$ cat config.mk
export PLATFORM = sky130hd
export DESIGN_NAME = fga_ctrl
export DESIGN_NICKNAME = d
export VERILOG_FILES = /design/src/rtl/fga_pkg.sv /design/src/rtl/fga_ctrl.sv
export SDC_FILE = /design/constraint.sdc
export NUM_CORES = 1
export LEC_CHECK = 0
export BUFFER_PORTS_ARGS = -buffer_cell sky130_fd_sc_hd__buf_4
export CORE_AREA = 5 5 42 44
export DETAILED_ROUTE_END_ITERATION = 8
export DIE_AREA = 0 0 47 49
export PLACE_DENSITY = 0.69
export SLEW_MARGIN = 20
export SYNTH_ARGS = -nofsm -noshare
export SYNTH_HDL_FRONTEND = slang
export SYNTH_SLANG_ARGS = --single-unit
$ cat constraint.sdc
create_clock -name i_clk -period 1.4 [get_ports i_clk]
set_input_delay 0.28 -clock i_clk [delete_from_list [all_inputs] [get_ports i_clk]]
set_output_delay 0.28 -clock i_clk [all_outputs]
set_load 0.05 [all_outputs]
$ cat src/rtl/fga_pkg.sv
// Shared constants, types and helpers for the flowgram gapped aligner.
`default_nettype none
package fga_pkg;

    localparam int MAX_FLOWS   = 512;
    localparam int NUM_BINS    = 1024;
    localparam int GAP_SPAN    = 4;
    localparam int COLS        = MAX_FLOWS + 1;
    localparam int ROWS        = GAP_SPAN + 1;
    localparam int SCORE_DEPTH = ROWS * COLS;
    localparam int MOVE_DEPTH  = COLS * COLS;
    localparam int TABLE_DEPTH = NUM_BINS * NUM_BINS;
    localparam int SCORE_AW    = $clog2(SCORE_DEPTH);
    localparam int MOVE_AW     = $clog2(MOVE_DEPTH);
    localparam int TABLE_AW    = $clog2(TABLE_DEPTH);
    localparam int BIN_W       = 10;
    localparam int FLOW_AW     = 9;
    localparam int LEN_W       = 10;
    localparam int COST_W      = 32;
    localparam int GAP_W       = 31;
    localparam int PLEN_W      = 11;
    localparam int SLOT_W      = 3;
    localparam int ACC_W       = 41;
    localparam int SUM_W       = 35;
    localparam int SEQ_W       = BIN_W + COST_W;

    localparam logic [GAP_W-1:0] GAP_RESET = 31'd983040;

    localparam logic [1:0] MODE_TABLE = 2'd0;
    localparam logic [1:0] MODE_SEQ_A = 2'd1;
    localparam logic [1:0] MODE_SEQ_B = 2'd2;
    localparam logic [1:0] MODE_ALIGN = 2'd3;

    localparam logic [1:0] MV_DIAG = 2'd0;
    localparam logic [1:0] MV_UP   = 2'd1;
    localparam logic [1:0] MV_LEFT = 2'd2;

    typedef struct packed {
        logic load;
        logic init;
        logic row0;
        logic row_begin;
        logic col0;
        logic cell_rd;
        logic cell_tab;
        logic cell_sum;
        logic cell_wr;
        logic fin_rd;
        logic fin_lat;
        logic tb_step;
    } t_cmd;

    typedef struct packed {
        logic j_last;
        logic i_last;
        logic at_origin;
        logic tb_last;
    } t_status;

    function automatic logic signed [COST_W-1:0] sat_sum(input logic signed [SUM_W-1:0] v);
        logic signed [SUM_W-1:0] hi;
        logic signed [SUM_W-1:0] lo;
        hi = SUM_W'(64'sd2147483647);
        lo = -SUM_W'(64'sd2147483648);
        if (v > hi) begin
            return 32'sh7FFFFFFF;
        end else if (v < lo) begin
            return 32'sh80000000;
        end
        return v[COST_W-1:0];
    endfunction

    function automatic logic [COST_W-1:0] sat_border(input logic [ACC_W-1:0] v);
        if (v > ACC_W'(32'h7FFFFFFF)) begin
            return 32'h7FFFFFFF;
        end
        return v[COST_W-1:0];
    endfunction

    function automatic logic [SCORE_AW-1:0] row_base(input logic [SLOT_W-1:0] slot);
        return SCORE_AW'(slot) * SCORE_AW'(COLS);
    endfunction

    function automatic logic [MOVE_AW-1:0] move_addr(input logic [LEN_W-1:0] i,
                                                     input logic [LEN_W-1:0] j);
        return MOVE_AW'(i) * MOVE_AW'(COLS) + MOVE_AW'(j);
    endfunction

endpackage
`default_nettype wire

$ cat src/rtl/fga_ctrl.sv
// Controller state machine: sequences loads, matrix fill, traceback and result.
`default_nettype none
module fga_ctrl import fga_pkg::*; (
    input  wire logic       i_clk,
    input  wire logic       i_rst_n,
    input  wire logic       start,
    input  wire logic [1:0] i_mode,
    input  wire t_status    i_status,
    output t_cmd            o_cmd,
    output logic            busy,
    output logic            o_valid
);
    localparam logic [3:0] S_IDLE = 4'd0;
    localparam logic [3:0] S_ROW0 = 4'd1;
    localparam logic [3:0] S_ROWA = 4'd2;
    localparam logic [3:0] S_ROWB = 4'd3;
    localparam logic [3:0] S_C0   = 4'd4;
    localparam logic [3:0] S_C1   = 4'd5;
    localparam logic [3:0] S_C2   = 4'd6;
    localparam logic [3:0] S_C3   = 4'd7;
    localparam logic [3:0] S_FIN  = 4'd8;
    localparam logic [3:0] S_FIND = 4'd9;
    localparam logic [3:0] S_TB0  = 4'd10;
    localparam logic [3:0] S_TB1  = 4'd11;
    localparam logic [3:0] S_DONE = 4'd12;

    logic [3:0] r_state;
    logic [3:0] n_state;

    always_comb begin
        n_state = r_state;
        o_cmd   = '0;
        unique case (r_state)
            S_IDLE: begin
                if (start) begin
                    o_cmd.load = 1'b1;
                    if (i_mode == MODE_ALIGN) begin
                        o_cmd.init = 1'b1;
                        n_state    = S_ROW0;
                    end
                end
            end
            S_ROW0: begin
                o_cmd.row0 = 1'b1;
                if (i_status.j_last) begin
                    n_state = i_status.i_last ? S_FIN : S_ROWA;
                end
            end
            S_ROWA: begin
                o_cmd.row_begin = 1'b1;
                n_state         = S_ROWB;
            end
            S_ROWB: begin
                o_cmd.col0 = 1'b1;
                if (i_status.j_last) begin
                    n_state = i_status.i_last ? S_FIN : S_ROWA;
                end else begin
                    n_state = S_C0;
                end
            end
            S_C0: begin
                o_cmd.cell_rd = 1'b1;
                n_state       = S_C1;
            end
            S_C1: begin
                o_cmd.cell_tab = 1'b1;
                n_state        = S_C2;
            end
            S_C2: begin
                o_cmd.cell_sum = 1'b1;
                n_state        = S_C3;
            end
            S_C3: begin
                o_cmd.cell_wr = 1'b1;
                if (i_status.j_last) begin
                    n_state = i_status.i_last ? S_FIN : S_ROWA;
                end else begin
                    n_state = S_C0;
                end
            end
            S_FIN: begin
                o_cmd.fin_rd = 1'b1;
                n_state      = S_FIND;
            end
            S_FIND: begin
                o_cmd.fin_lat = 1'b1;
                n_state       = i_status.at_origin ? S_DONE : S_TB0;
            end
            S_TB0: begin
                n_state = S_TB1;
            end
            S_TB1: begin
                o_cmd.tb_step = 1'b1;
                n_state       = i_status.tb_last ? S_DONE : S_TB0;
            end
            S_DONE: begin
                n_state = S_IDLE;
            end
            default: begin
                n_state = S_IDLE;
            end
        endcase
    end

    always_ff @(posedge i_clk) begin
        if (!i_rst_n) begin
            r_state <= S_IDLE;
        end else begin
            r_state <= n_state;
        end
    end

    assign busy    = (r_state != S_IDLE);
    assign o_valid = (r_state == S_DONE);
endmodule
`default_nettype wire

# Yosys cells after proc, flatten, opt, wreduce, memory -nomap -nowiden
# Index checks and enable logic that the tools add are counted.
totals:
  reg_bits: 4
  in_bits: 9
  output_inout_bits: 14
classes:
  eq_ne: 16
  n_mux: 21
  reduce_logical: 4
op_table:
  columns: ["cell", "count"]
  rows:
  - ["one-hot mux 4 bit (11 select lines)", 1]
  - ["== test 4 bit (second input constant)", 5]
  - ["2-to-1 mux 4 bit", 5]
  - ["== test 4 x 3 -> 1 bit (second input constant)", 4]
  - ["2-to-1 mux 1 bit", 11]
  - ["== test 4 x 2 -> 1 bit (second input constant)", 2]
  - ["2-to-1 mux 3 bit", 2]
  - ["inequality test 2 bit (second input constant)", 3]
  - ["== test 4 x 1 -> 1 bit (second input constant)", 1]
  - ["zero test 4 bit", 1]
  - ["2-to-1 mux 2 bit", 2]
  - ["nonzero test 4 bit", 1]
  - ["AND reduction 3 bit", 1]
  - ["== test 2 bit (second input constant)", 1]
  - ["OR reduction 2 bit", 1]

# Longest topological paths before layout
# Gate-level depths: netlist of the first run.
logic_depth:
  ltp_word: 4
  ltp_mapped: 5

# Worst setup path before layout of the first run
# No wires, ideal clock.
synth_timing:
  path_type: "register to output"
  startpoint: "register r_state[3]"
  endpoint: "output port o_cmd[10] in the netlist's numbering"
  arrival_time_ns: 1.769
  required_time_ns: 1.120
  slack_ns: -0.649
  stages_incl_launch_ff: 6
  path_buffers: 2
  path_cell_list: "dfxtp_1 -> buf_2 -> buf_2 -> nor2_1 -> nand2_1 -> nor2_1"
synth_lines:
  columns: ["item", "line", "rtl"]
  rows:
  - ["start: declaration", "fga_ctrl.sv:27", "logic [3:0] r_state;"]
  - ["start signal: assignment", "fga_ctrl.sv:109", "r_state <= n_state;"]
  - ["end: declaration", "fga_ctrl.sv:9", "output t_cmd o_cmd,"]

==> flow_summary.ini, run 1 <==
[synth]
async_flop_share_pct = 0
ys.warnings.count = 0
synth_seq_cells = 4
synth_flop_cell = dfxtp_1
yosysSeqAreaShare_pct = 19.88
yosys.area.top_type = dfxtp_1
synth_edf_count = 0
yosysTopAreaCellShare_pct = 19.88
synth_common_cells = nor2_1, nand2_1, nand2b_1, nor3_1, buf_2
synth.most_common_cell = nor2_1
netlist_area_um2 = 402.9
synth_cell_types = 23
synth_cells = 63
syn_area_per_cell_um2 = 6.395
synthesis.nets = 72
synth_area_leaders = dfxtp_1, nor2_1, nand2b_1

[cells_and_area]
syn2layout_area_growth_pct = 143.5
nFillCells = 102
largest-register = r_state
largest_reg_flops = 4
diodes = 0
nets = 111
utilization_pct = 70.00
reg_top3 = r_state x4
seqCellArea_um2 = 92.59
multi_input_area_um2 = 469.2
layout-drive-gt1-share_pct = 68.00

[cts]
cts_buffers = 3
cts.clk_slew.worst_paths_ns = 0.04
insertion_delay_ns = 0.24
clockRootBuffer = clkbuf_4
cts_tree = built
hold_buffers = 0
cts_buffer_depth = 2
numClockSinks = 4
ctsHtreeMaxLevel = 1

[pwr]
power_density_mw_per_mm2 = 401.0
peakVddDrop_uv = 343.3
total_power_uw = 393.4
p_leak_uw = 0.0003891

[place]
portBuffers = 22
place_ws_ns = 0.04358
dp_hpwl_mm = 1.167
gp_congestion = 0.8096

[route]
wire_per_inst_um = 13.17
dr_total_vias = 601
drtAntennaViolNets = 0
drt_wl_total_mm = 1.528
initialDrtViolationCount = 17
drc = 0
dr.pass1.iters = 4
vias_per_cell = 5.181

[setup_path]
cp_slowest_stage_delay_ns = 0.38
cp_top_family = flip-flops
endpoint_kind = primary output
critical-path-slowest-cell = dfxtp_2
crit_required_ns = 1.12
cp_cell_sequence = buf_12 -> nand2_2 -> nor3_4 -> buf_6
path_max_fanout = 6
critPathBufInv = 2
path_class = register to primary output
worstPathArrival_ns = 1.21
critPathLaunchType = register

[die]
io_pins = 23
die_h_um = 49
initial_utilization_pct = 28.75
num_rows = 14
die_area_mm2 = 0.002303
die_w_um = 47
core_area_mm2 = 0.001401

[sta]
setup_violations = 9
slew_violations = 0
finalHoldViolations = 0
setup_tns_ns = -0.5710
min_period_ns = 1.492
tightest_slew_ns = 0.2394
maxSlewHeadroom_pct = 83.83
rsz0062_at_grt = yes
min_period_over_period_pct = 106.6
timing.hold.ws_ns = 0.2846
setup_slack_ns = -0.09208
skew_ns = 0.006136
timing.fmax_mhz = 670.2

[global_routing]
antenna_found_initial = 0
grt_pass1_wl_mm = 2.622
grt-ovfl-total = 0
grt_use_total_pct = 15.22
grt_max_degree = 13
grt_pass1_vias = 619

[status]
violations = setup timing
outcome = complete, but fails checks

[flow_run]
max_cap_viol_count = 0

[worst_hold_path]
hold_path_class = input pin to register
## worst paths after layout
kind	from	end	slack [ns]	depth (start not counted)
setup reg to reg	r_state[0]$_SDFFE_PN0P_	r_state[0]$_SDFFE_PN0P_	0	5
hold reg to reg	r_state[2]$_SDFFE_PN0P_	r_state[2]$_SDFFE_PN0P_	0.69	3
setup / recovery	r_state[1]$_SDFFE_PN0P_	o_cmd[4]	-0.09	4
hold / removal	i_rst_n	r_state[0]$_SDFFE_PN0P_	0.28	2
## stage by stage
step,instance area (um2),instances
global placement,833.3,110
finish,980.9,116
floorplan,586.8,63
detailed placement,833.3,110
CTS,957.2,114
global route,980.9,116
## what timing repair did
item                                    in CTS  in global routing
buffers inserted                             1                  2
pin swaps                                    2                  3
cloned                                       0                  0
resized for setup                           28                  2
endpoints found under the setup margin      14                 14
## routing by layer
metal  vias up  share of wire (%)  wire [um]  GRT usage (%)
met4         0                2.6         40          7.373
met1       282                 35        530          16.08
li1        296                  -          -              -
met2        19                 58        883          27.38
met5         -                  0          0              0
met3         4                4.8         74          2.214
## cell type report
cell class / count / share of cell area (%)
tap: 16 / 2.041
timing repair buffer: 39 / 38.39
multi-input combinational: 54 / 47.83
clock buffer: 3 / 2.296
sequential: 4 / 9.439
## logic make-up after synthesis
group / share of synthesized area [%]
AO/OA/AOI/OAI: 19.88
AND/OR/NAND/NOR: 54.04
buffers and inverters: 6.210
flip-flops: 19.88
## cells in the final DEF, fill, tap and decap left out, types with 2 or more instances in the layout
cell type and count:
nor2_1 3, buf_6 17, a21oi_1 3, clkbuf_4 3, and3b_1 2, nand2b_1 2
o21ai_0 3, nor3_4 6, nor2b_1 2, nand2_4 2, nor2_4 7, buf_4 20
nand2_1 5, dfxtp_4 3, nand2b_4 4
## where the power goes
| group | total [uW] | switching (uW) | internal, uW |
|---|---|---|---|
| registers | 116 | 4.51 | 112 |
| logic | 129 | 67.1 | 61.5 |
| clock network | 148 | 52.1 | 96.2 |
| total | 393 | 124 | 270 |
Power figures use the tool's default switching activity.
==> inputs of run 2 (changes only) <==
Settings changed: CTS_BUF_LIST set to sky130_fd_sc_hd__clkbuf_4 sky130_fd_sc_hd__clkbuf_8.
Clock period 1.4 ns to 1.66 ns, I/O delays scaled along.
==> run 2 against run 1 <==
Effect of this change:
- the run now ends clean
- utilization shrank 21 points
- largest power group unchanged
- via count is 10% lower
- first-iteration DRC count fell by 71%
- clock power is 14% lower
- sequential cell count unchanged
- combinational power is 38% lower
- non-clock buffer count fell by 11
- critical endpoint is now o_cmd[10]
- largest cell class unchanged
- critical path type unchanged
- sequential power fell by 14%
==> flow_summary.ini, run 2 (synthesis gave the netlist of run 1 again) <==
[route]
drt_wl_total_mm = 1.214
wl_met2_um = 649
vias_per_cell = 5.143
drtAntennaViolNets = 0
dr_total_vias = 540
wl_met3_um = 76
wire_per_inst_um = 11.56
dr.pass1.iters = 4
met1_length_um = 488
initialDrtViolationCount = 5
top_layer = met3
drc = 0

[die]
die_w_um = 47
die_h_um = 49
initial_utilization_pct = 28.75
io_pins = 23
die_area_mm2 = 0.002303
core_area_mm2 = 0.001401
num_rows = 14

[cts]
cts_buffer_depth = 2
insertion_delay_ns = 0.24
cts_buffers = 3
clockRootBuffer = clkbuf_4
numClockSinks = 4
ctsHtreeMaxLevel = 1
postCtsSetupRepairBufs = 0
hold_buffers = 0
cts_tree = built
cts.clk_slew.worst_paths_ns = 0.04

[setup_path]
worstPathArrival_ns = 1.23
critPathLaunchType = register
crit_start = r_state[0]$_SDFFE_PN0P_
reg2reg_from = r_state[2]$_SDFFE_PN0P_
path_max_fanout = 11
crit_required_ns = 1.33
endpoint_kind = primary output
path_class = register to primary output

[global_routing]
grt_pass1_vias = 429
antenna_found_initial = 0
grt_use_total_pct = 10.90
grt_max_degree = 13
grt-ovfl-total = 0
grt_pass1_wl_mm = 1.890

[worst_hold_path]
min_from = i_rst_n
hold_path_class = input pin to register

[cells_and_area]
nFillCells = 153
diodes = 0
syn2layout_area_growth_pct = 68.94
nets = 100
largest_reg_flops = 4
reg_top3 = r_state x4
largest-register = r_state
final_common_cell = buf_4
layout-drive-gt1-share_pct = 50.56
multi_input_area_um2 = 340.3
seqCellArea_um2 = 83.83
utilization_pct = 48.57
final_design_area_no_fill_um2 = 680.7
mostFrequentLayoutCells = buf_4, nand2_1, nor2_1

[sta]
rsz0062_at_grt = no
timing.fmax_mhz = 639.7
min_period_ns = 1.563
setup_violations = 0
setup_tns_ns = 0
min_period_over_period_pct = 94.17
tightest_slew_ns = 0.2857
maxSlewHeadroom_pct = 80.70
slew_violations = 0
finalHoldViolations = 0
skew_ns = 0.0005624

[place]
dp_hpwl_um = 970.2
portBuffers = 22
gp_congestion = 0.8999
dpl_cell_area_um2 = 645.6

[status]
outcome = finished, final reports clean

[pwr]
peakVddDrop_uv = 345.7
power_density_mw_per_mm2 = 453.2
p_leak_uw = 0.0003223

[flow_run]
max_cap_viol_count = 0
-- run 2: changes by cell type in the layout (fill, tap and decap cells not counted), moves of 3 or more --
| cell | previous run | this run |
|---|---|---|
| nor2_4 | 7 | 0 |
| buf_4 | 20 | 27 |
| nand2_1 | 5 | 8 |
| nor3_4 | 6 | 0 |
| buf_6 | 17 | 1 |
| nand2b_4 | 4 | 0 |
| nor2_1 | 3 | 7 |
| nor2_2 | 1 | 4 |
| nor3_2 | 0 | 6 |
| dfxtp_4 | 3 | 0 |
| nand2b_1 | 2 | 5 |
-- run 2: final timing paths --
path / slack, ns / to / depth (start not counted)
worst max-delay path: 0.1 / o_cmd[10] / 5
worst min-delay path: 0.35 / r_state[0]$_SDFFE_PN0P_ / 2
worst max register to register: 0.30 / r_state[0]$_SDFFE_PN0P_ / 4
worst min register to register: 0.59 / r_state[3]$_SDFFE_PN0P_ / 2
-- run 2: metrics by stage --
stage / power (uW) / hold slack, ns / std cells / setup slack [ns]
floorplan: 146.4 / 0.4495 / 63 / -0.2462
global placement: 180.0 / 0.5899 / 102 / 0.2273
detailed placement: 180.2 / 0.5871 / 102 / 0.2272
CTS: 311.9 / 0.3374 / 105 / 0.02676
global route: 333.0 / 0.3522 / 105 / 0.01146
finish: 308.5 / 0.3474 / 105 / 0.09671
-- run 2: power by group --
part | switching (uW) | total [uW] | internal [uW]
Clock | 47.0 | 128 | 81.4
Combinational | 46.1 | 80.5 | 34.4
Sequential | 1.57 | 99.6 | 98.0
Total | 94.7 | 308 | 214
-- run 2: cell type report --
class | count | share of cell area, %
Tap cell | 16 | 2.941
Sequential cell | 4 | 12.32
Clock buffer | 3 | 3.309
Multi-Input combinational cell | 54 | 50.00
Timing Repair Buffer | 28 | 31.43
-- run 2: worst max-delay path: stages, from the launching register on --
cell,delay (ns)
dfxtp_1,0.30
buf_4,0.16
nor2_1,0.15
nand2_1,0.10
nor2_2,0.12
buf_6,0.16
-- run 2: timing repair --
item / in CTS / in global routing
hold endpoints to repair: 0 / 0
resized for setup: 2 / 4
setup endpoints to repair: 5 / 9
cloned: 0 / 0
-- run 2: layer usage --
metal  track usage [%]  vias to the layer above
met5                 0                        -
met4             4.147                        0
met3             3.321                        0
met2             15.61                       19
met1             14.88                      247
li1                  -                      274
